--- config.mk ---
export PLATFORM = sky130hd
export DESIGN_NAME = etc_esc
export DESIGN_NICKNAME = d
export VERILOG_FILES = /design/src/rtl/core/etc_pkg.sv /design/src/rtl/core/etc_esc.sv
export SDC_FILE = /design/constraint.sdc
export NUM_CORES = 2
export LEC_CHECK = 0
export BUFFER_PORTS_ARGS = -buffer_cell sky130_fd_sc_hd__clkbuf_2
export CAP_MARGIN = 20
export CORE_ASPECT_RATIO = 1.4
export CORE_MARGIN = 1
export CORE_UTILIZATION = 59
export CTS_CLUSTER_SIZE = 12
export DETAILED_ROUTE_END_ITERATION = 12
export GPL_TIMING_DRIVEN = 1
export HOLD_SLACK_MARGIN = 0.06
export PLACE_DENSITY = 0.78
export SKIP_LAST_GASP = 1
export SLEW_MARGIN = 30
export SYNTH_ARGS = -nofsm -noshare
export SYNTH_HDL_FRONTEND = slang
export SYNTH_SLANG_ARGS = --single-unit
--- constraint.sdc ---
create_clock -name clk -period 10.4 [get_ports clk]
set_input_delay 1.56 -clock clk [delete_from_list [all_inputs] [get_ports clk]]
set_output_delay 1.56 -clock clk [all_outputs]
set_load 0.05 [all_outputs]
--- src/rtl/core/etc_pkg.sv ---
// ----------------------------------------------------------------------------
// etc_pkg
// Shared widths, register map and types of the quartic escape-time engine.
// ----------------------------------------------------------------------------
package etc_pkg;

  localparam int FRAC    = 28;            // fraction bits, all values
  localparam int Z_W     = 44;            // running z, Q16.28
  localparam int L_W     = 22;            // low half of a split operand
  localparam int H_W     = Z_W - L_W;     // high half, signed
  localparam int C_W     = 32;            // Q4.28 constants and pixel points
  localparam int STEP_W  = 31;
  localparam int COORD_W = 11;            // pixel index port width
  localparam int RING    = 8;             // register stages in one iteration loop
  localparam int TAG_W   = 4;             // order tag, covers twice the ring
  localparam int ADDR_W  = 5;
  localparam int DATA_W  = 32;

  typedef logic signed [Z_W-1:0] z_t;
  typedef logic signed [C_W-1:0] c_t;
  typedef logic [2:0]            reg_idx_t;

  localparam reg_idx_t REG_MODE   = 3'd0;
  localparam reg_idx_t REG_JRE    = 3'd1;
  localparam reg_idx_t REG_JIM    = 3'd2;
  localparam reg_idx_t REG_ORG_RE = 3'd3;
  localparam reg_idx_t REG_ORG_IM = 3'd4;
  localparam reg_idx_t REG_STEP   = 3'd5;

  // |re| or |im| above 10 escapes at once
  localparam z_t ESC_BOUND = Z_W'(64'd10 << FRAC);
  // |z|^2 limit of 100 in Q8.56
  localparam logic [64:0] ESC_SUM_LIM = 65'd100 << (2 * FRAC);

  typedef struct packed {
    logic               mode;
    c_t                 julia_re;
    c_t                 julia_im;
    c_t                 origin_re;
    c_t                 origin_im;
    logic [STEP_W-1:0]  pixel_step;
  } cfg_t;

endpackage

--- src/rtl/core/etc_esc.sv ---
// ----------------------------------------------------------------------------
// etc_esc
// Escape test stage: bound check and exact |z|^2 against 100.
// ----------------------------------------------------------------------------
module etc_esc (
  input  logic        clk,
  input  etc_pkg::z_t x,
  input  etc_pkg::z_t y,
  output etc_pkg::z_t xo,
  output etc_pkg::z_t yo,
  output logic        esc
);
  import etc_pkg::*;

  z_t          ax_full, ay_full;
  logic [31:0] ax, ay;
  logic [63:0] sqx, sqy;
  logic        big;

  assign ax_full = x[Z_W-1] ? -x : x;
  assign ay_full = y[Z_W-1] ? -y : y;
  // only meaningful when within the bound, where they fit 32 bits
  assign ax = ax_full[31:0];
  assign ay = ay_full[31:0];

  always_ff @(posedge clk) begin
    xo  <= x;
    yo  <= y;
    big <= (x > ESC_BOUND) || (x < -ESC_BOUND) || (y > ESC_BOUND) || (y < -ESC_BOUND);
    sqx <= 64'(ax) * 64'(ax);
    sqy <= 64'(ay) * 64'(ay);
  end

  assign esc = big | (({1'b0, sqx} + {1'b0, sqy}) > ESC_SUM_LIM);

endmodule

Yosys cells after proc, flatten, opt, wreduce, memory -nomap -nowiden
Cells that the tools add are included.

Add/sub/neg operators: 3. Multiply operators: 2. Reductions and logical operators: 3. $lt $le $gt $ge: 5. Bitwise operators: 1. Multiplexer cells: 2.

Operators by type and width (count): multiplier 32 x 32 -> 64 bit (2); greater-than comparator 44 x 33 -> 1 bit (second input constant) (2); < comparator 44 x 33 -> 1 bit (second input constant) (2); adder 64 x 64 -> 65 bit (1); greater-than comparator 65 x 63 -> 1 bit (second input constant) (1); two-way mux 32 bit (2); negator 32 bit (2); logical OR 1 bit (3); OR 1 bit (1).

Output and inout port bits: 89. Word-level logic and storage cells: 21. Register bits: 217.

Longest topological paths before layout
Depth in word-level cells: 4. Depth in mapped cells: 43. Gate-level depth less buffers: 39.

Worst setup path after synthesis
No wires, ideal clock.

Kind: input to register. Start: input port x[0]. End: register sqx[63]. Data required time: 10.328 ns. Arrival time: 11.059 ns. Buffers on the path: 5. Slack: -0.731 ns. Stages: 42. Cells stage by stage: clkbuf_1 > inv_1 > clkbuf_1 > clkbuf_1 > ha_1 > nor2b_1 > nand4_1 > inv_1 > nand2_1 > or2_2 > o31ai_1 > xor2_1 > inv_2 > buf_1 > nand2_1 > fa_1 > inv_1 > fa_1 > [6 not listed] > fa_1 > inv_1 > fa_1 > inv_1 > ha_1 > clkbuf_1 > a21o_1 > a21o_1 > a21oi_1 > o31ai_1 > a311oi_1 > or2_2 > o21ai_0 > o211ai_1 > nand4_1 > a311o_1 > a21oi_1 > xnor2_1.

Word-level cells in the longest chain between the ends: 3.

RTL lines: start: declaration (RTL line etc_esc.sv:7) `input etc_pkg::z_t x,`; negator 32 bit (RTL line etc_esc.sv:20) `assign ax_full = x[Z_W-1] ? -x : x;`; two-way mux 32 bit * (RTL line etc_esc.sv:20); multiplier 32 x 32 -> 64 bit * (RTL line etc_esc.sv:30) `sqx <= 64'(ax) * 64'(ax);`; end signal: assignment (RTL line etc_esc.sv:30); end: declaration (RTL line etc_esc.sv:17) `logic [63:0] sqx, sqy;`.

Every way passes the cells marked *; elsewhere a longest branch is shown, timed or not.

Final worst setup path
Start: input port x[7]. End: register sqx[58].

The elaborated chain is that of the path after synthesis.

==> results.rst <==
.. list-table::
   :header-rows: 1

   * - Metric
     - Value
   * - Deepest clock path buffer count
     - 3
   * - Total of flip-flops plus latches after synthesis
     - 213
   * - Worst-case headroom to the max-slew limit
     - 0.265
   * - Area of the die
     - 114,000 µm²
   * - Instance area at placement
     - about 80,000 µm²
   * - Clk Tree Root Cell
     - clkbuf_16
   * - Fraction of layout cells with a size suffix above 1
     - 0.190
   * - Biggest area consumer among synthesized cells
     - fa_1
   * - Synth warnings
     - 0
   * - Share of the clock period used by the worst path after layout
     - 0.976
   * - First element of the critical path
     - x[7]
   * - Avg WL per Cell
     - 21.7 µm
   * - Largest fanout on the critical path
     - 4
   * - Number of global-route vias before repair
     - between 60,000 and 70,000
   * - Pre-antenna DRT Iters
     - 6
   * - Vertical extent of the die
     - ~400 µm
   * - Post-layout instance area
     - 79,600 µm²
   * - Slowest stage cell on the critical path
     - fa_1
   * - I/O Pins
     - approximately 180
   * - Detailed-route via count
     - 54,800
   * - Syn Std Cell Area
     - 66,600 µm²
   * - Hold wc startpoint
     - y[42]
   * - Stage delay of the slowest cell on the critical path
     - 0.56 ns
   * - Slew at the pin with the worst max-slew slack
     - roughly 1.1 ns
   * - Vias per std cell
     - 5.52
   * - Req. time, crit path
     - 10.93 ns
   * - Hpwl dp
     - 189 mm
   * - Share of synthesized area occupied by flip-flops and latches
     - 0.0640
   * - PortBufs
     - between 150 and 200
   * - Dominant cells by area after synthesis
     - fa_1 (48%), ha_1 (12%), inv_1 (11%)
   * - CP arrival
     - 10.68 ns
   * - Worst min-delay path category
     - in2reg
   * - First-pass GRT wire length
     - 336 mm
   * - Detailed-route wire length
     - 215 mm
   * - Horizontal die dimension
     - 286 µm
   * - Initial Utilization
     - 0.596
   * - Hold slack final
     - 1.08 ns
   * - Min Tclk post-route
     - 10.15 ns
   * - Number of flops mapped to enable cells by yosys
     - 0
   * - Count of routing violations after the opening detailed-route iteration
     - between 3,000 and 4,000
   * - Type of the worst setup path
     - in2reg
   * - Largest net degree at the start of global routing
     - 27
   * - Count of endpoints failing hold in the final timing report
     - 0
   * - Crit. End Element
     - register
   * - Post-route DRC
     - 0
   * - All-layer global routing usage
     - 0.390
   * - Routability cong.
     - 1.07
   * - CP startpoint kind
     - primary input
   * - RSZ-0062 raised after global routing
     - yes
   * - Clock Sink Count
     - 213
   * - Max-cap viol count
     - 0
   * - Result of the run
     - finished clean
   * - Clock buffer count from CTS
     - 27
   * - Core Area
     - 112,000 µm²
   * - Post-synth top flop
     - dfxtp_1
   * - CTS H-tree depth
     - 1
   * - Share of Yosys cell area claimed by the top area cell type
     - 0.478
   * - Count of standard-cell rows
     - between 100 and 150
   * - Clock-pin slew on the worst setup and hold paths
     - 0.06 ns
   * - Initial antenna violation count
     - 9
   * - Layout Utilization
     - 0.712
   * - Synthesized area divided by synthesized cell count
     - 9.13 µm²
   * - Final Max Slew Viols
     - 0
   * - Number of nets in the final layout
     - 10,700
   * - Leftover overflow at the end of global routing
     - 0
   * - Async SR Flop Fraction
     - 0
   * - Synthesized netlist cell count
     - ~7,300
   * - Area added between synthesis and finish
     - 19.5%
   * - Clock tree from TritonCTS
     - yes
   * - Distinct cell type count after synthesis
     - 93
   * - # setup viols final
     - 0
   * - Remaining antenna violation count
     - 0
   * - Max Fclk
     - 0.0985 GHz
   * - Post-route setup TNS
     - 0 ns
   * - Cell occurring most often along the worst timing path
     - fa_1
## Yosys cell counts, drive strengths merged (10+ instances only)
cell type and instances:
a221oi 10, nor2 660, fa 1592, o31ai 29, a211o 10, xnor2 161
nand2b 21, nor2b 21, o21ai 127, o21bai 38, nand3 44, nor4 26
nand2 629, nor3 34, xor2 108, a31oi 29, dfxtp 213, clkinv 13
or3 16, or2 16, inv 2007, o41ai 14, ha 624, a211oi 23
a21o 142, clkbuf 207, buf 28, o211ai 14, and3 21, and2 11
nand4 58, a21oi 190, a31o 13, o21a 24
## per-layer routing
layer	vias to the layer above	track usage	share of wire
met5	-	0	0.00018
met4	6	0.296	0.097
met3	950	0.0566	0.069
met2	2524	0.684	0.50
met1	27300	0.426	0.34
li1	24100	-	-
## repair_timing
| item | CTS | global route |
|---|---|---|
| resized for setup | 9 | 123 |
| cloned | 0 | 0 |
| pin swaps | 2 | 46 |
| hold buffers | 0 | 0 |
| setup endpoints to repair | 13 | 47 |
| setup buffers | 1 | 17 |
## cell type report
cell class / instances / area [µm²]
multi-input cells: 4829 / 54900
fillers: 8558 / 32100
repair buffers: 1347 / 10100
inverters: 2020 / 7590
flip-flops and latches: 213 / 4260
well taps: 1470 / 1840
clock buffers: 35 / 756
clock inverters: 13 / 139
diodes: 2 / 5.00
## through the flow
step | worst slack (ns) | std cells
floorplan | -0.0221 | 7297
CTS | -0.0763 | 9910
detailed placement | -0.869 | 9861
global placement | -0.757 | 9861
finish | 0.249 | 9929
global route | -0.0608 | 9928
## state kept, by name (all words and copies together) (netlist names)
name and cells:
sqx 63, yo 43, big 1, xo 43, sqy 63
## layout by cell type, fill, tap and decap left out, types with 20 or more instances in the layout
cell type / synthesis / layout
fa_1: 1592 / 1583
clkbuf_16: 0 / 27
buf_4: 3 / 1126
clkbuf_2: 0 / 177
nand4_1: 58 / 58
and3_1: 21 / 21
dfxtp_1: 213 / 213
nand2_1: 628 / 623
a21oi_1: 187 / 176
inv_1: 2001 / 1992
o21ai_0: 116 / 104
nor3_1: 34 / 33
nor2_1: 660 / 643
o21bai_1: 38 / 38
xnor2_1: 161 / 139
nand2b_1: 21 / 20
buf_12: 0 / 36
nand3_1: 44 / 42
nor2b_1: 21 / 20
ha_1: 624 / 618
nor4_1: 24 / 20
a21o_1: 140 / 140
o21a_1: 24 / 24
xnor2_2: 0 / 21
a31oi_1: 28 / 25
xor2_1: 108 / 91
## path summary, 6_finish.rpt
kind	to	slack, ns	cells past startpoint
max	sqx[58]$_DFF_P_	0.25	39
min	yo[42]$_DFF_P_	1.08	1
## critical path, delay by kind of cell
kind                     cells  cell delay (ns)
buffers and inverters       10             1.25
AO/OA/AOI/OAI               10             1.65
XOR/XNOR                     3             0.74
adder cells (fa/ha/maj)      9             4.08
AND/OR/NAND/NOR              7             1.39
## logic make-up after synthesis
logic type,synth area share
other cells,0.0000563
buf+inv,0.127
flops,0.0640
compound gates,0.0761
xor+xnor,0.0354
mux,0.00126
fa+ha+maj,0.595
simple gates,0.100
Power is left out: the tool's default activity adds up to more than one toggle a clock period on the data nets, which glitch-free logic cannot reach.
