--- src/rtl/core/etc_pkg.sv ---
// ----------------------------------------------------------------------------
// etc_pkg
// Shared widths, register map and types of the quartic escape-time engine.
// ----------------------------------------------------------------------------
package etc_pkg;

  localparam int FRAC    = 28;            // fraction bits, all values
  localparam int Z_W     = 44;            // running z, Q16.28
  localparam int L_W     = 22;            // low half of a split operand
  localparam int H_W     = Z_W - L_W;     // high half, signed
  localparam int C_W     = 32;            // Q4.28 constants and pixel points
  localparam int STEP_W  = 31;
  localparam int COORD_W = 11;            // pixel index port width
  localparam int RING    = 8;             // register stages in one iteration loop
  localparam int TAG_W   = 4;             // order tag, covers twice the ring
  localparam int ADDR_W  = 5;
  localparam int DATA_W  = 32;

  typedef logic signed [Z_W-1:0] z_t;
  typedef logic signed [C_W-1:0] c_t;
  typedef logic [2:0]            reg_idx_t;

  localparam reg_idx_t REG_MODE   = 3'd0;
  localparam reg_idx_t REG_JRE    = 3'd1;
  localparam reg_idx_t REG_JIM    = 3'd2;
  localparam reg_idx_t REG_ORG_RE = 3'd3;
  localparam reg_idx_t REG_ORG_IM = 3'd4;
  localparam reg_idx_t REG_STEP   = 3'd5;

  // |re| or |im| above 10 escapes at once
  localparam z_t ESC_BOUND = Z_W'(64'd10 << FRAC);
  // |z|^2 limit of 100 in Q8.56
  localparam logic [64:0] ESC_SUM_LIM = 65'd100 << (2 * FRAC);

  typedef struct packed {
    logic               mode;
    c_t                 julia_re;
    c_t                 julia_im;
    c_t                 origin_re;
    c_t                 origin_im;
    logic [STEP_W-1:0]  pixel_step;
  } cfg_t;

endpackage

--- src/rtl/core/etc_entry.sv ---
// ----------------------------------------------------------------------------
// etc_entry
// Input stage: holds one pixel word and maps it to its complex point.
// ----------------------------------------------------------------------------
module etc_entry #(
  parameter int COORD_BITS = 11
) (
  input  logic                        clk,
  input  logic                        rst,
  input  logic                        pix_valid,
  output logic                        pix_stall,
  input  logic [etc_pkg::COORD_W-1:0] px,
  input  logic [etc_pkg::COORD_W-1:0] py,
  input  etc_pkg::cfg_t               cfg,
  input  logic                        insert,
  output logic                        e_valid,
  output etc_pkg::c_t                 pre,
  output etc_pkg::c_t                 pim
);
  import etc_pkg::*;

  localparam int PROD_W = COORD_W + STEP_W;
  localparam int SUM_W  = PROD_W + 2;
  localparam logic [COORD_W-1:0] CMASK = COORD_W'((64'd1 << COORD_BITS) - 64'd1);

  logic [PROD_W-1:0] prod_x, prod_y;
  logic              accept;

  function automatic c_t sat_add(input c_t org, input logic [PROD_W-1:0] p);
    logic signed [SUM_W-1:0] s;
    s = SUM_W'(org) + $signed({2'b00, p});
    if (s > SUM_W'(64'sd2147483647))        sat_add = {1'b0, {(C_W-1){1'b1}}};
    else if (s < -SUM_W'(64'sd2147483648))  sat_add = {1'b1, {(C_W-1){1'b0}}};
    else                                    sat_add = s[C_W-1:0];
  endfunction

  assign pix_stall = e_valid & ~insert;
  assign accept    = pix_valid & ~pix_stall;

  always_ff @(posedge clk) begin
    if (rst) begin
      e_valid <= 1'b0;
    end else if (accept) begin
      e_valid <= 1'b1;
    end else if (insert) begin
      e_valid <= 1'b0;
    end
  end

  always_ff @(posedge clk) begin
    if (accept) begin
      prod_x <= PROD_W'(px & CMASK) * PROD_W'(cfg.pixel_step);
      prod_y <= PROD_W'(py & CMASK) * PROD_W'(cfg.pixel_step);
    end
  end

  assign pre = sat_add(cfg.origin_re, prod_x);
  assign pim = sat_add(cfg.origin_im, prod_y);

endmodule

--- config.mk ---
export PLATFORM = sky130hd
export DESIGN_NAME = etc_entry
export DESIGN_NICKNAME = d
export VERILOG_FILES = /design/src/rtl/core/etc_pkg.sv /design/src/rtl/core/etc_entry.sv
export SDC_FILE = /design/constraint.sdc
export NUM_CORES = 2
export LEC_CHECK = 0
export BUFFER_PORTS_ARGS = -buffer_cell sky130_fd_sc_hd__buf_4
export CAP_MARGIN = 15
export CORE_ASPECT_RATIO = 1.4
export CORE_UTILIZATION = 57
export DETAILED_ROUTE_END_ITERATION = 8
export PLACE_DENSITY = 0.77
export REMOVE_ABC_BUFFERS = 1
export SLEW_MARGIN = 10
export SYNTH_ARGS = -nofsm -noshare
export SYNTH_HDL_FRONTEND = slang
export SYNTH_SLANG_ARGS = --single-unit
--- constraint.sdc ---
create_clock -name clk -period 6.3 [get_ports clk]
set_clock_uncertainty 0.1 [all_clocks]
set_input_delay 0.63 -clock clk [delete_from_list [all_inputs] [get_ports clk]]
set_output_delay 0.63 -clock clk [all_outputs]
set_load 0.03 [all_outputs]
# == Word-level counts from Yosys, hierarchy flattened ==
# Index checks and enable logic that the tools add are counted.
# classes
addsub,2
mul,2
magnitude_cmp,4
muxes,6
bitwise,4
n_reduce_logical,1
# ops
operator,n
32-bit 2-to-1 mux,4
32-bit by 43-bit adder with 44-bit output,2
"44-bit by 32-bit > comparator with 1-bit output, second input constant",2
"44-bit by 32-bit less-than comparator with 1-bit output, second input constant",2
11-bit by 31-bit multiplier with 42-bit output,2
1-bit AND,2
1-bit 2-to-1 mux,2
1-bit NOT,2
2-bit nonzero test,1
# word_totals
register_bits,85
in_bits,186
out_inout_bits,66
elab_cells,22

# == Longest topological paths before layout ==
# logic_depth
ltp_word,5
ltp_mapped,24
depth_no_buf,23

# == Worst setup path before layout ==
# OpenSTA, ideal clock, no wires.
# synth_path
path_kind,input -> register
startpoint,input port px[2] in the netlist's numbering
endpoint,"register prod_x[41], data pin"
setup_time_ns,0.259
t_arrival_ns,6.166
required_time_ns,5.941
setup_slack_ns,-0.226
cell_stages,20
n_path_buf,1
path_cell_list,clkbuf_1 nand2_1 fa_1 fa_1 inv_1 fa_1 fa_1 fa_1 ha_1 a21o_1 a21o_1 a21o_1 a2111oi_0 o41ai_1 a31o_2 a41oi_1 o2111ai_1 a221o_1 a21oi_1 xnor2_1
# synth_via
elab_chain_cells,1
# synth_lines
element,line_no,source
"start, declared",etc_entry.sv:12,"input logic [etc_pkg::COORD_W-1:0] px,"
11-bit by 31-bit multiplier with 42-bit output,etc_entry.sv:52,prod_x <= PROD_W'(px & CMASK) * PROD_W'(cfg.pixel_step);
"end signal, assigned",etc_entry.sv:52,
"end, declared",etc_entry.sv:26,"logic [PROD_W-1:0] prod_x, prod_y;"
# Every way passes these cells.
# A chain may end at the register's enable or synchronous reset.

# == Worst setup path after layout ==
# layout_path
startpoint,input port px[2] in the netlist's numbering
endpoint,"register prod_x[39], data pin"
# The elaborated chain is that of the path after synthesis.

==> results.sh <==
export IMPL_outcome="completed"
export IMPL_cts_hold_buffers=0
export IMPL_cp_end_kind="flop"
export IMPL_regArea_mm2=0.00254
export IMPL_start_kind="input port"
export IMPL_peakVddDrop_mv=0.555
export IMPL_numPortBuffers=186
export IMPL_place_congestion=0.970
export IMPL_grt_pass1_vias=25300
export IMPL_dp_worst_setup_slack_ns=-0.538
export IMPL_yosys_warnings=0
export IMPL_cts_path_max_buffers=2
export IMPL_post_drt_via_cell_ratio=5.61
export IMPL_die_area_mm2=0.0507
export IMPL_cts_tree="done"
export IMPL_seqPwrFrac=0.086
export IMPL_leakage_nw=15.9
export IMPL_rr_worst_depth=3
export IMPL_drive_above_1_share=0.134
export IMPL_timing_rr_end="prod_y[39]"
export IMPL_die_x_um=191
export IMPL_slew_headroom=0.261
export IMPL_n_antenna_cell=0
export IMPL_wl_per_cell_um=16.1
export IMPL_syn_inst=3233
export IMPL_period_minus_slack_ns=6.09
export IMPL_synth_area_mm2=0.0284
export IMPL_synthArstFlopShare=0
export IMPL_min_to="e_valid"
export IMPL_syn_to_final_growth_pct=13.2
export IMPL_final_hold_violation_count=0
export IMPL_postRouteAntennaNets=0
export IMPL_post_route_util=0.653
export IMPL_totalWireLength_um=66400
export IMPL_first_pass_iters=5
export IMPL_r2r_start="e_valid"
export IMPL_tightest_slew_ns=1.11
export IMPL_netSwitchingFraction=0.489
export IMPL_r2r_setup_slack_ns=4.34
export IMPL_clock_sinks=85
export IMPL_yosysSeqAreaShare=0.0896
export IMPL_clock_fmax_ghz=0.164
export IMPL_total_power_mw=19.1
export IMPL_pwr_share_clk=0.029
export IMPL_synth_edff_count=84
export IMPL_io_pin_count=252
export IMPL_grt_ovfl_total=0
export IMPL_cell_internal_pwr_mw=9.75
export IMPL_clock_latency_ns=0.38
export IMPL_nFillCells=4067
export IMPL_required_ns=6.32
export IMPL_ys_types=77
export IMPL_p_comb_frac=0.885
export IMPL_dr_first_iter_drc_count=1219
export IMPL_core_area_mm2=0.0491
export IMPL_final_nets=4441
export IMPL_grt_first_pass_wirelength_um=114000
export IMPL_rows=96
export IMPL_path_class="input port to flop"
export IMPL_p_sw_mw=9.32
export IMPL_grt_usage=0.276
export IMPL_drc=0
export IMPL_whs_path_depth=2
export IMPL_fp_dieH_um=266
export IMPL_clk_pin_slew_ns=0.07
export IMPL_cts_root_buf="clkbuf_16"
export IMPL_worst_slack_ns=0.214
export IMPL_htree_levels=3
export IMPL_start_util=0.577
export IMPL_syn_area_per_cell_um2=8.77
export IMPL_cp_max_fo=16
export IMPL_drv_slew=0
export IMPL_maxCapViolations=0
export IMPL_antenna_found_initial=0
export IMPL_ys_ff_latch=85
export IMPL_vias=23200
export IMPL_setup_viol=0
export IMPL_numCtsBuffers=9
export IMPL_hold_path_class="input port to flop"
export IMPL_post_route_period_util=0.966
export IMPL_multi_input_area_mm2=0.0234
export IMPL_grt_max_degree=85
export IMPL_worstPathArrival_ns=6.10
export IMPL_hold_start="rst"
export IMPL_synth_main_ff_cell="edfxtp_1"
export IMPL_dp_hpwl_um=57000
export IMPL_powerDensity_mw_per_mm2=594
[cell families after synthesis]
kind of cell,Yosys count,share of synthesized area
flip-flops,85,0.0896
adder cells (fa/ha/maj),768,0.477
AO/OA/AOI/OAI,542,0.121
buffers and inverters,685,0.0916
AND/OR/NAND/NOR,1000,0.173
multiplexers,1,0.000353
XOR/XNOR,152,0.0469
[per-stage QoR]
| stage | cells | instance area, um2 | TNS (ns) | hold WS, ns |
|---|---|---|---|---|
| after floorplan | 3069 | 27700 | 0 | 0.602 |
| after global placement | 4112 | 31600 | -3.34 | 0.527 |
| after detailed placement | 4112 | 31600 | -4.69 | 0.555 |
| after CTS | 4128 | 31900 | 0 | 0.287 |
| after global routing | 4129 | 32100 | -0.0216 | 0.298 |
| final | 4129 | 32100 | 0 | 0.298 |
[worst max-delay path by stage]
stage          cells after the start     from  slack, ns         end
6_report                          22    px[2]       0.21  prod_x[39]
5_1_grt                           22    px[2]      -0.02  prod_x[39]
4_1_cts                           25    px[6]       0.03  prod_x[39]
3_5_place_dp                      24    py[5]      -0.54  prod_y[38]
3_3_place_gp                      24    py[5]      -0.48  prod_y[38]
2_1_floorplan                     19  cfg[22]       0.09  prod_x[41]
[worst max-delay path, cell delays in order]
cell and delay [ns]:
buf_6 0.16, nand2_1 0.11, fa_1 0.51, fa_1 0.51, inv_1 0.06, fa_1 0.57
fa_1 0.44, fa_1 0.44, ha_1 0.30, a21o_1 0.16, a21o_1 0.16, a21o_1 0.19
a2111oi_2 0.36, buf_4 0.17, o41ai_1 0.09, a31o_2 0.27, a41oi_2 0.20, o2111ai_2 0.16
buf_4 0.18, a21o_1 0.18, a21oi_2 0.17, xnor2_1 0.08
[sequential cells by signal, indices dropped and copies added, names as in the netlist]
name     count
prod_x      42
prod_y      42
e_valid      1
[power by group through the flow]
stage / Sequential (mW) / Combinational [mW] / Clock (mW)
5_1_grt: 1.67 / 18.9 / 0.573
3_3_place_gp: 1.66 / 16.1 / 0
6_report: 1.64 / 16.9 / 0.545
2_1_floorplan: 1.61 / 11.5 / 0
3_5_place_dp: 1.66 / 16.5 / 0
4_1_cts: 1.65 / 16.7 / 0.557
[routing by layer]
layer / up-vias / share of wire / global-route usage
li1: 10800 / - / -
met1: 11600 / 0.37 / 0.318
met2: 666 / 0.55 / 0.519
met3: 166 / 0.044 / 0.0244
met4: 0 / 0.036 / 0.112
met5: - / 0 / 0
[area by class of cell]
type,count,area share
repair buffers,407,0.0980
clock buffers,9,0.00702
multi-input cells,2463,0.728
clock inverters,7,0.00207
inverters,521,0.0609
flip-flops and latches,85,0.0792
well taps,637,0.0248
[cell usage in the layout (no fill, tap or decap), types with 7 or more instances in the layout]
cell / Yosys / final
a211oi_1: 15 / 13
a21o_1: 94 / 94
a21oi_1: 152 / 147
a21oi_2: 3 / 8
a31oi_1: 15 / 14
and2_1: 313 / 312
and3_1: 10 / 10
buf_4: 3 / 391
buf_6: 1 / 11
clkbuf_16: 0 / 9
edfxtp_1: 84 / 84
fa_1: 522 / 519
ha_1: 246 / 246
inv_1: 521 / 521
nand2_1: 458 / 458
nand2b_1: 12 / 12
nand3_1: 33 / 33
nand4_1: 24 / 24
nor2_1: 73 / 72
nor2b_1: 23 / 22
nor3_1: 20 / 19
o211ai_1: 12 / 12
o21a_1: 21 / 21
o21ai_0: 76 / 68
o21ai_1: 66 / 71
o21bai_1: 20 / 20
o31ai_1: 7 / 7
xnor2_1: 92 / 92
xor2_1: 60 / 60
[what timing repair did]
| action | CTS | global route |
|---|---|---|
| resized for setup | 7 | 48 |
| pin swaps | 1 | 10 |
| setup buffers | 0 | 1 |
| endpoints found under the setup margin | 6 | 15 |
[synthesized netlist by cell type (3+ instances only)]
cell         n  area [um2]
fa_1       522       10500
inv_1      521        1960
nand2_1    458        1720
and2_1     313        1960
ha_1       246        3080
a21oi_1    152         761
clkbuf_1   152         571
a21o_1      94         706
xnor2_1     92         806
edfxtp_1    84        2520
o21ai_0     76         380
nor2_1      73         274
o21ai_1     66         330
xor2_1      60         526
nand3_1     33         165
nand4_1     24         150
nor2b_1     23         144
o21a_1      21         158
nor3_1      20         100
o21bai_1    20         150
a211oi_1    15         113
a31oi_1     15        93.8
nand2b_1    12        75.1
o211ai_1    12        90.1
and3_1      10        62.6
a41oi_1      7        61.3
o31ai_1      7        52.6
buf_2        6        30.0
or3_1        6        37.5
a211o_1      5        43.8
nor4_1       5        31.3
o2111ai_1    5        43.8
or2_2        5        31.3
a2111oi_0    3        26.3
a21boi_0     3        22.5
a21oi_2      3        26.3
a221o_1      3        30.0
a311oi_1     3        26.3
and4_1       3        26.3
buf_4        3        22.5
o22ai_1      3        18.8
o311ai_0     3        26.3
o41ai_1      3        26.3
or4_1        3        22.5
No activity file was read; power rests on OpenSTA's default activity.
