<file path="config.mk">
export PLATFORM = sky130hd
export DESIGN_NAME = etc_cfg
export DESIGN_NICKNAME = d
export VERILOG_FILES = /design/src/rtl/core/etc_pkg.sv /design/src/rtl/core/etc_cfg.sv
export SDC_FILE = /design/constraint.sdc
export NUM_CORES = 1
export LEC_CHECK = 0
export BUFFER_PORTS_ARGS = -buffer_cell sky130_fd_sc_hd__buf_2
export CAP_MARGIN = 20
export CORE_MARGIN = 2
export CORE_UTILIZATION = 51
export CTS_CLUSTER_SIZE = 40
export DETAILED_ROUTE_END_ITERATION = 12
export PLACE_DENSITY_LB_ADDON = 0.25
export SLEW_MARGIN = 40
export SYNTH_ARGS = -nofsm -noshare
export SYNTH_HDL_FRONTEND = slang
export SYNTH_SLANG_ARGS = --single-unit
</file>
<file path="constraint.sdc">
create_clock -name clk -period 2.3 [get_ports clk]
set_clock_uncertainty 0.2 [all_clocks]
set_input_delay 0.46 -clock clk [delete_from_list [all_inputs] [get_ports clk]]
set_output_delay 0.46 -clock clk [all_outputs]
set_load 0.01 [all_outputs]
</file>
<file path="src/rtl/core/etc_pkg.sv">
// ----------------------------------------------------------------------------
// etc_pkg
// Shared widths, register map and types of the quartic escape-time engine.
// ----------------------------------------------------------------------------
package etc_pkg;

  localparam int FRAC    = 28;            // fraction bits, all values
  localparam int Z_W     = 44;            // running z, Q16.28
  localparam int L_W     = 22;            // low half of a split operand
  localparam int H_W     = Z_W - L_W;     // high half, signed
  localparam int C_W     = 32;            // Q4.28 constants and pixel points
  localparam int STEP_W  = 31;
  localparam int COORD_W = 11;            // pixel index port width
  localparam int RING    = 8;             // register stages in one iteration loop
  localparam int TAG_W   = 4;             // order tag, covers twice the ring
  localparam int ADDR_W  = 5;
  localparam int DATA_W  = 32;

  typedef logic signed [Z_W-1:0] z_t;
  typedef logic signed [C_W-1:0] c_t;
  typedef logic [2:0]            reg_idx_t;

  localparam reg_idx_t REG_MODE   = 3'd0;
  localparam reg_idx_t REG_JRE    = 3'd1;
  localparam reg_idx_t REG_JIM    = 3'd2;
  localparam reg_idx_t REG_ORG_RE = 3'd3;
  localparam reg_idx_t REG_ORG_IM = 3'd4;
  localparam reg_idx_t REG_STEP   = 3'd5;

  // |re| or |im| above 10 escapes at once
  localparam z_t ESC_BOUND = Z_W'(64'd10 << FRAC);
  // |z|^2 limit of 100 in Q8.56
  localparam logic [64:0] ESC_SUM_LIM = 65'd100 << (2 * FRAC);

  typedef struct packed {
    logic               mode;
    c_t                 julia_re;
    c_t                 julia_im;
    c_t                 origin_re;
    c_t                 origin_im;
    logic [STEP_W-1:0]  pixel_step;
  } cfg_t;

endpackage

</file>
<file path="src/rtl/core/etc_cfg.sv">
// ----------------------------------------------------------------------------
// etc_cfg
// Configuration register file behind an APB-style port.
// ----------------------------------------------------------------------------
module etc_cfg (
  input  logic                       clk,
  input  logic                       rst,
  input  logic                       psel,
  input  logic                       penable,
  input  logic                       pwrite,
  input  logic [etc_pkg::ADDR_W-1:0] paddr,
  input  logic [etc_pkg::DATA_W-1:0] pwdata,
  output logic [etc_pkg::DATA_W-1:0] prdata,
  output logic                       pready,
  output etc_pkg::cfg_t              cfg
);
  import etc_pkg::*;

  reg_idx_t idx;
  logic     wr;

  assign pready = 1'b1;
  assign idx    = paddr[ADDR_W-1:2];
  assign wr     = psel & penable & pwrite;

  always_ff @(posedge clk) begin
    if (rst) begin
      cfg.mode       <= 1'b1;
      cfg.julia_re   <= '0;
      cfg.julia_im   <= '0;
      cfg.origin_re  <= '0;
      cfg.origin_im  <= '0;
      cfg.pixel_step <= '0;
    end else if (wr) begin
      case (idx)
        REG_MODE:   cfg.mode       <= pwdata[0];
        REG_JRE:    cfg.julia_re   <= c_t'(pwdata);
        REG_JIM:    cfg.julia_im   <= c_t'(pwdata);
        REG_ORG_RE: cfg.origin_re  <= c_t'(pwdata);
        REG_ORG_IM: cfg.origin_im  <= c_t'(pwdata);
        REG_STEP:   cfg.pixel_step <= pwdata[STEP_W-1:0];
        default: ;
      endcase
    end
  end

  always_comb begin
    case (idx)
      REG_MODE:   prdata = DATA_W'(cfg.mode);
      REG_JRE:    prdata = cfg.julia_re;
      REG_JIM:    prdata = cfg.julia_im;
      REG_ORG_RE: prdata = cfg.origin_re;
      REG_ORG_IM: prdata = cfg.origin_im;
      REG_STEP:   prdata = DATA_W'(cfg.pixel_step);
      default:    prdata = '0;
    endcase
  end

endmodule

</file>
**After elaboration in Yosys (flattened, before gate mapping)**

Cells that the tools add are included.

- Output and inout bits: 193
- Input bits: 42
- Flip-flop bits (word level): 160

- Reductions and logical operators: 7
- Bitwise logic cells: 2
- Muxes and demuxes: 1
- Equal/unequal tests: 5

Operators with widths:

| cell | number |
|---|---|
| one-hot mux 32 bit (6 select lines) | 1 |
| AND reduction 2 bit | 6 |
| equality test 3 x 2 -> 1 bit, second input constant | 2 |
| equality test 3 bit, second input constant | 2 |
| equality test 3 x 1 -> 1 bit, second input constant | 1 |
| logical NOT 3 bit | 1 |
| bitwise AND 1 bit | 2 |

**Depth between registers and ports, before layout**

Gate-level depths: netlist of the first run.

- Word-level depth: 3
- Depth in mapped cells: 6
- Depth with buffers taken out: 3

**Least setup slack after synthesis of the first run**

Ideal clock, no wire load.

- Path kind: input-to-output
- Start point: input paddr[3] in the netlist's numbering
- End point: output prdata[10] in the netlist's numbering
- Stages: 6
- Setup slack: 99 ps
- Data required time: 1640 ps
- Arrival time: 1541 ps
- Cells stage by stage: buf_4 nor2b_4 and2_1 buf_2 buf_2 a221o_1

- Word-level cells in the longest chain between the ends: 2

Ends and longest elaborated chain:

| what | line | RTL |
|---|---|---|
| start: declaration | etc_cfg.sv:11 | `input logic [etc_pkg::ADDR_W-1:0] paddr,` |
| equality test 3 bit, or another cell as far along | etc_cfg.sv:48 | `case (idx)` |
| one-hot mux 32 bit (6 select lines) (*) | etc_cfg.sv:48 |  |
| end: declaration | etc_cfg.sv:13 | `output logic [etc_pkg::DATA_W-1:0] prdata,` |

Every way passes the cells marked *; elsewhere a longest branch is shown, timed or not.

**Worst setup path in the final report of the first run**

- Start point: input paddr[2] in the netlist's numbering
- End point: output prdata[4] in the netlist's numbering

The elaborated chain is that of the path after synthesis.

==> qor.yml, run 1 <==
path_clk_slew_ps: 60
synthToLayoutAreaGrowth_pct: 29.1
die_h_um: 124
crit_fanout: 11
cp-start-kind: "input port"
core_um2: 14000
ctsHtreeMaxLevel: 4
rows: 43
p_seq_share_pct: 44.5
crit_buf_inv: 3
cpPeakStageDelay_ps: 280
worst_pin_slew_ps: 561
fillerInstances: 1117
drc_errors: 0
die_area_um2: 15400
netlist_area_um2: 7370
hold_class: "input port to flop"
period_share_pct: 98.6
wl_met3_um: 1280
syn_avg_cell_area_um2: 10.1
slowest_stage: "buf_4"
worstSkewPairLatency_ps: 420
grt_setup_unrepaired: "true"
worst_ep_arrival_time_ps: 1610
maxSlewHeadroom_pct: 62.6
grt_pass1_wl_um: 32900
cts_buffer_depth: 2
ys.warnings.count: 0
place_ws_ps: -21.3
wl_met2_um: 10200
overflow: 0
wl_per_cell_um: 18.5
cts_tree: "done"
port_buffers: 231
cts_made_buffers: 17
grt_pass1_vias: 5984
worst_slack_ps: 32.6
syn_inst: 730
post_cts_resized: 1
grt_usage_pct: 26.5
cts_root_buf: "clkbuf_16"
hold_ws_ps: 100
powerDensity_nw_per_um2: 664
max_freq_ghz: 0.441
finalWirelength_um: 21200
total_power_mw: 6.32
n_antenna_cell: 0
clock_power_share_pct: 48.7
peakVddDrop_mv: 0.462
ys_seq_area_share_pct: 43.5
first_pass_iters: 5
die_w_um: 124
antenna_found_initial: 0
maxUsedRoutingLayer: "met4"
initial_core_util_pct: 52.7
setup_viol: 0
place_hpwl_um: 14500
io_pins: 235
final_cell_mix: "buf_2, dfxtp_1, nand2b_1"
gp_congestion: 0.781
synthesis.nets: 772
avgViaCountPerCell: 5.55
post-cts-setup-buffers: 0
finalNonFillerCells: 1145
comb_power_share_pct: 6.9
cts_hold_buf: 0
clock-sinks: 160
hold_viol: 0
cp_data_required_time_ps: 1640
synth.distinct_cells: 34
reg2reg_slack_ps: 1200
drtIter0Drc: 376
placed_cells: 1113
crit_family: "buffers and inverters"
num_vias: 6354
critical_path_class: "input port to output pin"
cp-end-kind: "output pin"
drtAntennaViolNets: 0
leakage_nw: 4.74
cap_viol_max_count: 0
largest-register: "cfg"
p_sw_mw: 1.36
status: "completed"
internal_power_mw: 4.95
final_common_cell: "buf_2"
slew_violations: 0
drive_above_1_share_pct: 32.4
place_area_um2: 8840
grt_max_degree: 64
largest_registers: "cfg: 160 flops"
fin_nets: 994
wl_met1_um: 9370
largest_reg_flops: 160
switching_share_pct: 21.6
ys_seq_elements: 160
final_cell_area_um2: 9510
crit_chain: "clkbuf_4, nor3b_2, buf_4, o2bb2ai_1, a221o_1, buf_2"
fin_crit_ps: 2270
-- cells by family after synthesis --
family	synth area share (%)
AO/OA/AOI/OAI	12.5
buffers and inverters	4.60
flip-flops	43.5
multiplexers	22.1
other	0.0509
AND/OR/NAND/NOR	17.3
-- final cells by class --
type / instances / area, um^2 / area share [%]
Clock buffer: 21 / 460 / 4.84
Clock inverter: 11 / 185 / 1.95
Inverter: 2 / 7.51 / 0.0789
Multi-Input combinational cell: 500 / 3850 / 40.4
Sequential cell: 160 / 3200 / 33.7
Tap cell: 180 / 225 / 2.37
Timing Repair Buffer: 271 / 1590 / 16.7
-- worst register-to-register path: stages, from the launching register on --
cell and delay (ps):
dfxtp_1 340, a21boi_0 130, a311o_1 310
-- synth_stat cells --
master | number | area, um^2
dfxtp_1 | 160 | 3200
nand2b_1 | 160 | 1000
mux2i_1 | 158 | 1580
clkbuf_1 | 36 | 135
a21oi_1 | 32 | 160
nand3_1 | 32 | 160
o21ai_0 | 32 | 160
a221o_1 | 29 | 290
o2bb2ai_1 | 29 | 254
buf_2 | 19 | 95.1
buf_4 | 8 | 60.1
and2_1 | 4 | 25.0
buf_6 | 3 | 33.8
buf_1 | 2 | 7.51
inv_1 | 2 | 7.51
mux2_2 | 2 | 22.5
nand2_1 | 2 | 7.51
nand2_2 | 2 | 12.5
nor2_1 | 2 | 7.51
nor2b_1 | 2 | 12.5
a21boi_0 | 1 | 7.51
a221oi_1 | 1 | 8.76
a22oi_1 | 1 | 7.51
a311o_1 | 1 | 10.0
and4_1 | 1 | 8.76
and4b_1 | 1 | 10.0
conb_1 | 1 | 3.75
mux4_2 | 1 | 22.5
nand4b_1 | 1 | 8.76
nor2b_4 | 1 | 13.8
nor3b_1 | 1 | 7.51
o21a_1 | 1 | 7.51
o22ai_1 | 1 | 6.26
o32ai_1 | 1 | 8.76
-- stage by stage --
stage / util, % / setup TNS (ps)
detailed placement: 63.2 / -95.0
global placement: 63.2 / -69.9
CTS: 67.8 / -85.7
global route: 68.0 / -37.8
floorplan: - / 0
finish: 68.0 / 0
-- routing by layer --
metal	up-vias	global-route usage [%]
li1	3042	-
met1	3058	34.6
met2	232	43.9
met3	22	5.98
met4	0	7.73
met5	-	0
-- path summary, 6_finish.rpt --
path,from,to,depth (start not counted)
min,pwdata[15],cfg[46]$_SDFFE_PP0P_,3
max reg2reg,cfg[159]$_SDFFE_PP1P_,cfg[159]$_SDFFE_PP1P_,2
min reg2reg,cfg[52]$_SDFFE_PP0P_,cfg[52]$_SDFFE_PP0P_,2
max,paddr[2],prdata[4],6
-- power groups by stage --
stage | Combinational [mW] | Sequential [mW] | Clock (mW)
floorplan | 0.240 | 2.88 | 0
global placement | 0.423 | 2.87 | 0
detailed placement | 0.425 | 2.87 | 0
CTS | 0.427 | 2.81 | 3.11
global route | 0.461 | 2.81 | 3.23
finish | 0.433 | 2.81 | 3.08
(Power assumes the default switching activity.)
==> run 2, diff against run 1 <==
--- a/config.mk
+++ b/config.mk
@@ -8,7 +8,8 @@
 export BUFFER_PORTS_ARGS = -buffer_cell sky130_fd_sc_hd__buf_2
 export CAP_MARGIN = 20
 export CORE_MARGIN = 2
-export CORE_UTILIZATION = 51
+export CORE_UTILIZATION = 53
+export CTS_BUF_LIST = sky130_fd_sc_hd__clkbuf_8
 export CTS_CLUSTER_SIZE = 40
 export DETAILED_ROUTE_END_ITERATION = 12
 export PLACE_DENSITY_LB_ADDON = 0.25
==> run 2 against run 1 <==
  * Sequential power about the same
  * Non-clock buffer count is 1 lower
  * Combinational power is 3% higher
  * Register-to-register slack better by 40 ps
==> qor.yml, run 2 (same netlist as run 1, synthesis figures left out) <==
status: "completed"
fin_setup_tns_ps: 0
die_w_um: 122
core_um2: 13700
cap_viol_max_count: 0
grt_pass1_vias: 5808
final_common_cell: "buf_2"
die_area_um2: 14900
powerDensity_nw_per_um2: 579
wl_per_cell_um: 18.7
clock-sinks: 160
grt_max_degree: 64
finalWirelength_um: 21300
cts_root_buf: "clkbuf_8"
max_freq_ghz: 0.446
reg2reg_slack_ps: 1240
die_h_um: 122
initial_core_util_pct: 53.7
fin_nets: 993
cp-start-kind: "input port"
worst_pin_slew_ps: 605
final_cell_mix: "buf_2, dfxtp_1, nand2b_1"
antenna_found_initial: 0
drtAntennaViolNets: 0
grt_usage_pct: 27.9
critical_path_class: "input port to output pin"
post-cts-setup-buffers: 0
multi_input_area_um2: 3850
drive_above_1_share_pct: 32.1
largest_registers: "cfg: 160 flops"
fin_crit_ps: 2240
maxSlewHeadroom_pct: 59.5
cts_buffer_depth: 2
slew_violations: 0
peakVddDrop_mv: 0.370
io_pins: 235
drc_errors: 0
rows: 43
cts_made_buffers: 17
place_hpwl_um: 14200
cts_hold_buf: 0
synthToLayoutAreaGrowth_pct: 26.9
grt_setup_unrepaired: "false"
worst_ep_arrival_time_ps: 1580
worstSkewPairLatency_ps: 440
setup_viol: 0
cp_data_required_time_ps: 1640
overflow: 0
leakage_nw: 4.66
gp_congestion: 0.786
total_power_mw: 5.42
hold_viol: 0
hold_class: "input port to flop"
largest-register: "cfg"
port_buffers: 231
first_pass_iters: 7
n_antenna_cell: 0
fillerInstances: 1162
period_share_pct: 97.4
regArea_um2: 3200
grt_pass1_wl_um: 31900
avgViaCountPerCell: 5.60
crit_fanout: 30
largest_reg_flops: 160
cts_tree: "done"
ctsHtreeMaxLevel: 4
cp-end-kind: "output pin"
path_clk_slew_ps: 80
hold_ws_ps: 73.2
num_vias: 6382
drtIter0Drc: 483
run 2: changes by cell type in the layout (fill, tap and decap cells not counted), moves of 3 or more:
cell and delta:
clkinv_2 -3, inv_1 +3, clkbuf_8 +17, buf_12 +6
buf_6 -4, buf_4 -3, clkbuf_16 -16
run 2: path summary, 6_finish.rpt:
| path | startpoint | cells past startpoint | to |
|---|---|---|---|
| worst max-delay path | paddr[3] | 6 | prdata[15] |
| worst min-delay path | pwdata[11] | 3 | cfg[42]$_SDFFE_PP0P_ |
| worst max register to register | cfg[159]$_SDFFE_PP1P_ | 2 | cfg[159]$_SDFFE_PP1P_ |
| worst min register to register | cfg[111]$_SDFFE_PP0P_ | 2 | cfg[111]$_SDFFE_PP0P_ |
run 2: final cells by class:
cell class / count / share of cell area, %
Inverter: 2 / 0.0803
Tap cell: 180 / 2.41
Multi-Input combinational cell: 500 / 41.2
Clock buffer: 19 / 2.80
Timing Repair Buffer: 270 / 17.7
Sequential cell: 160 / 34.3
Clock inverter: 9 / 1.55
run 2: metal layers:
| layer | share of wire, % | routed length, um | track usage (%) | vias to the layer above |
|---|---|---|---|---|
| li1 | - | - | - | 3027 |
| met2 | 48 | 10200 | 45.8 | 210 |
| met4 | 1.2 | 257 | 7.83 | 0 |
| met5 | 0 | 0 | 0 | - |
| met1 | 45 | 9680 | 37.6 | 3120 |
| met3 | 5.4 | 1160 | 5.34 | 25 |
run 2: where the power goes:
part | leakage (nW) | internal (mW) | switching, mW
Clock | 0.217 | 1.21 | 0.960
Sequential | 1.29 | 2.79 | 0.0172
Combinational | 3.15 | 0.193 | 0.252
run 2: critical path, cell delays in order:
cell and delay [ps]:
clkbuf_4 170, nand2b_2 200, buf_12 220, o2bb2ai_1 120, a221o_1 270, buf_2 140
run 2: what timing repair did:
action | in CTS | in global routing
setup endpoints to repair | 9 | 16
gates resized for setup | 2 | 4
gates cloned | 0 | 1
run 2: stage by stage:
stage / util (%) / setup slack (ps) / std cells / cell area [um^2]
6_report: 68.1 / 59.9 / 1140 / 9350
2_1_floorplan: - / 99.5 / 730 / 7370
4_1_cts: 67.9 / 16.4 / 1139 / 9310
3_3_place_gp: 64.9 / 6.61 / 1111 / 8900
3_5_place_dp: 64.9 / -23.4 / 1111 / 8900
5_1_grt: 68.1 / 0.136 / 1140 / 9350
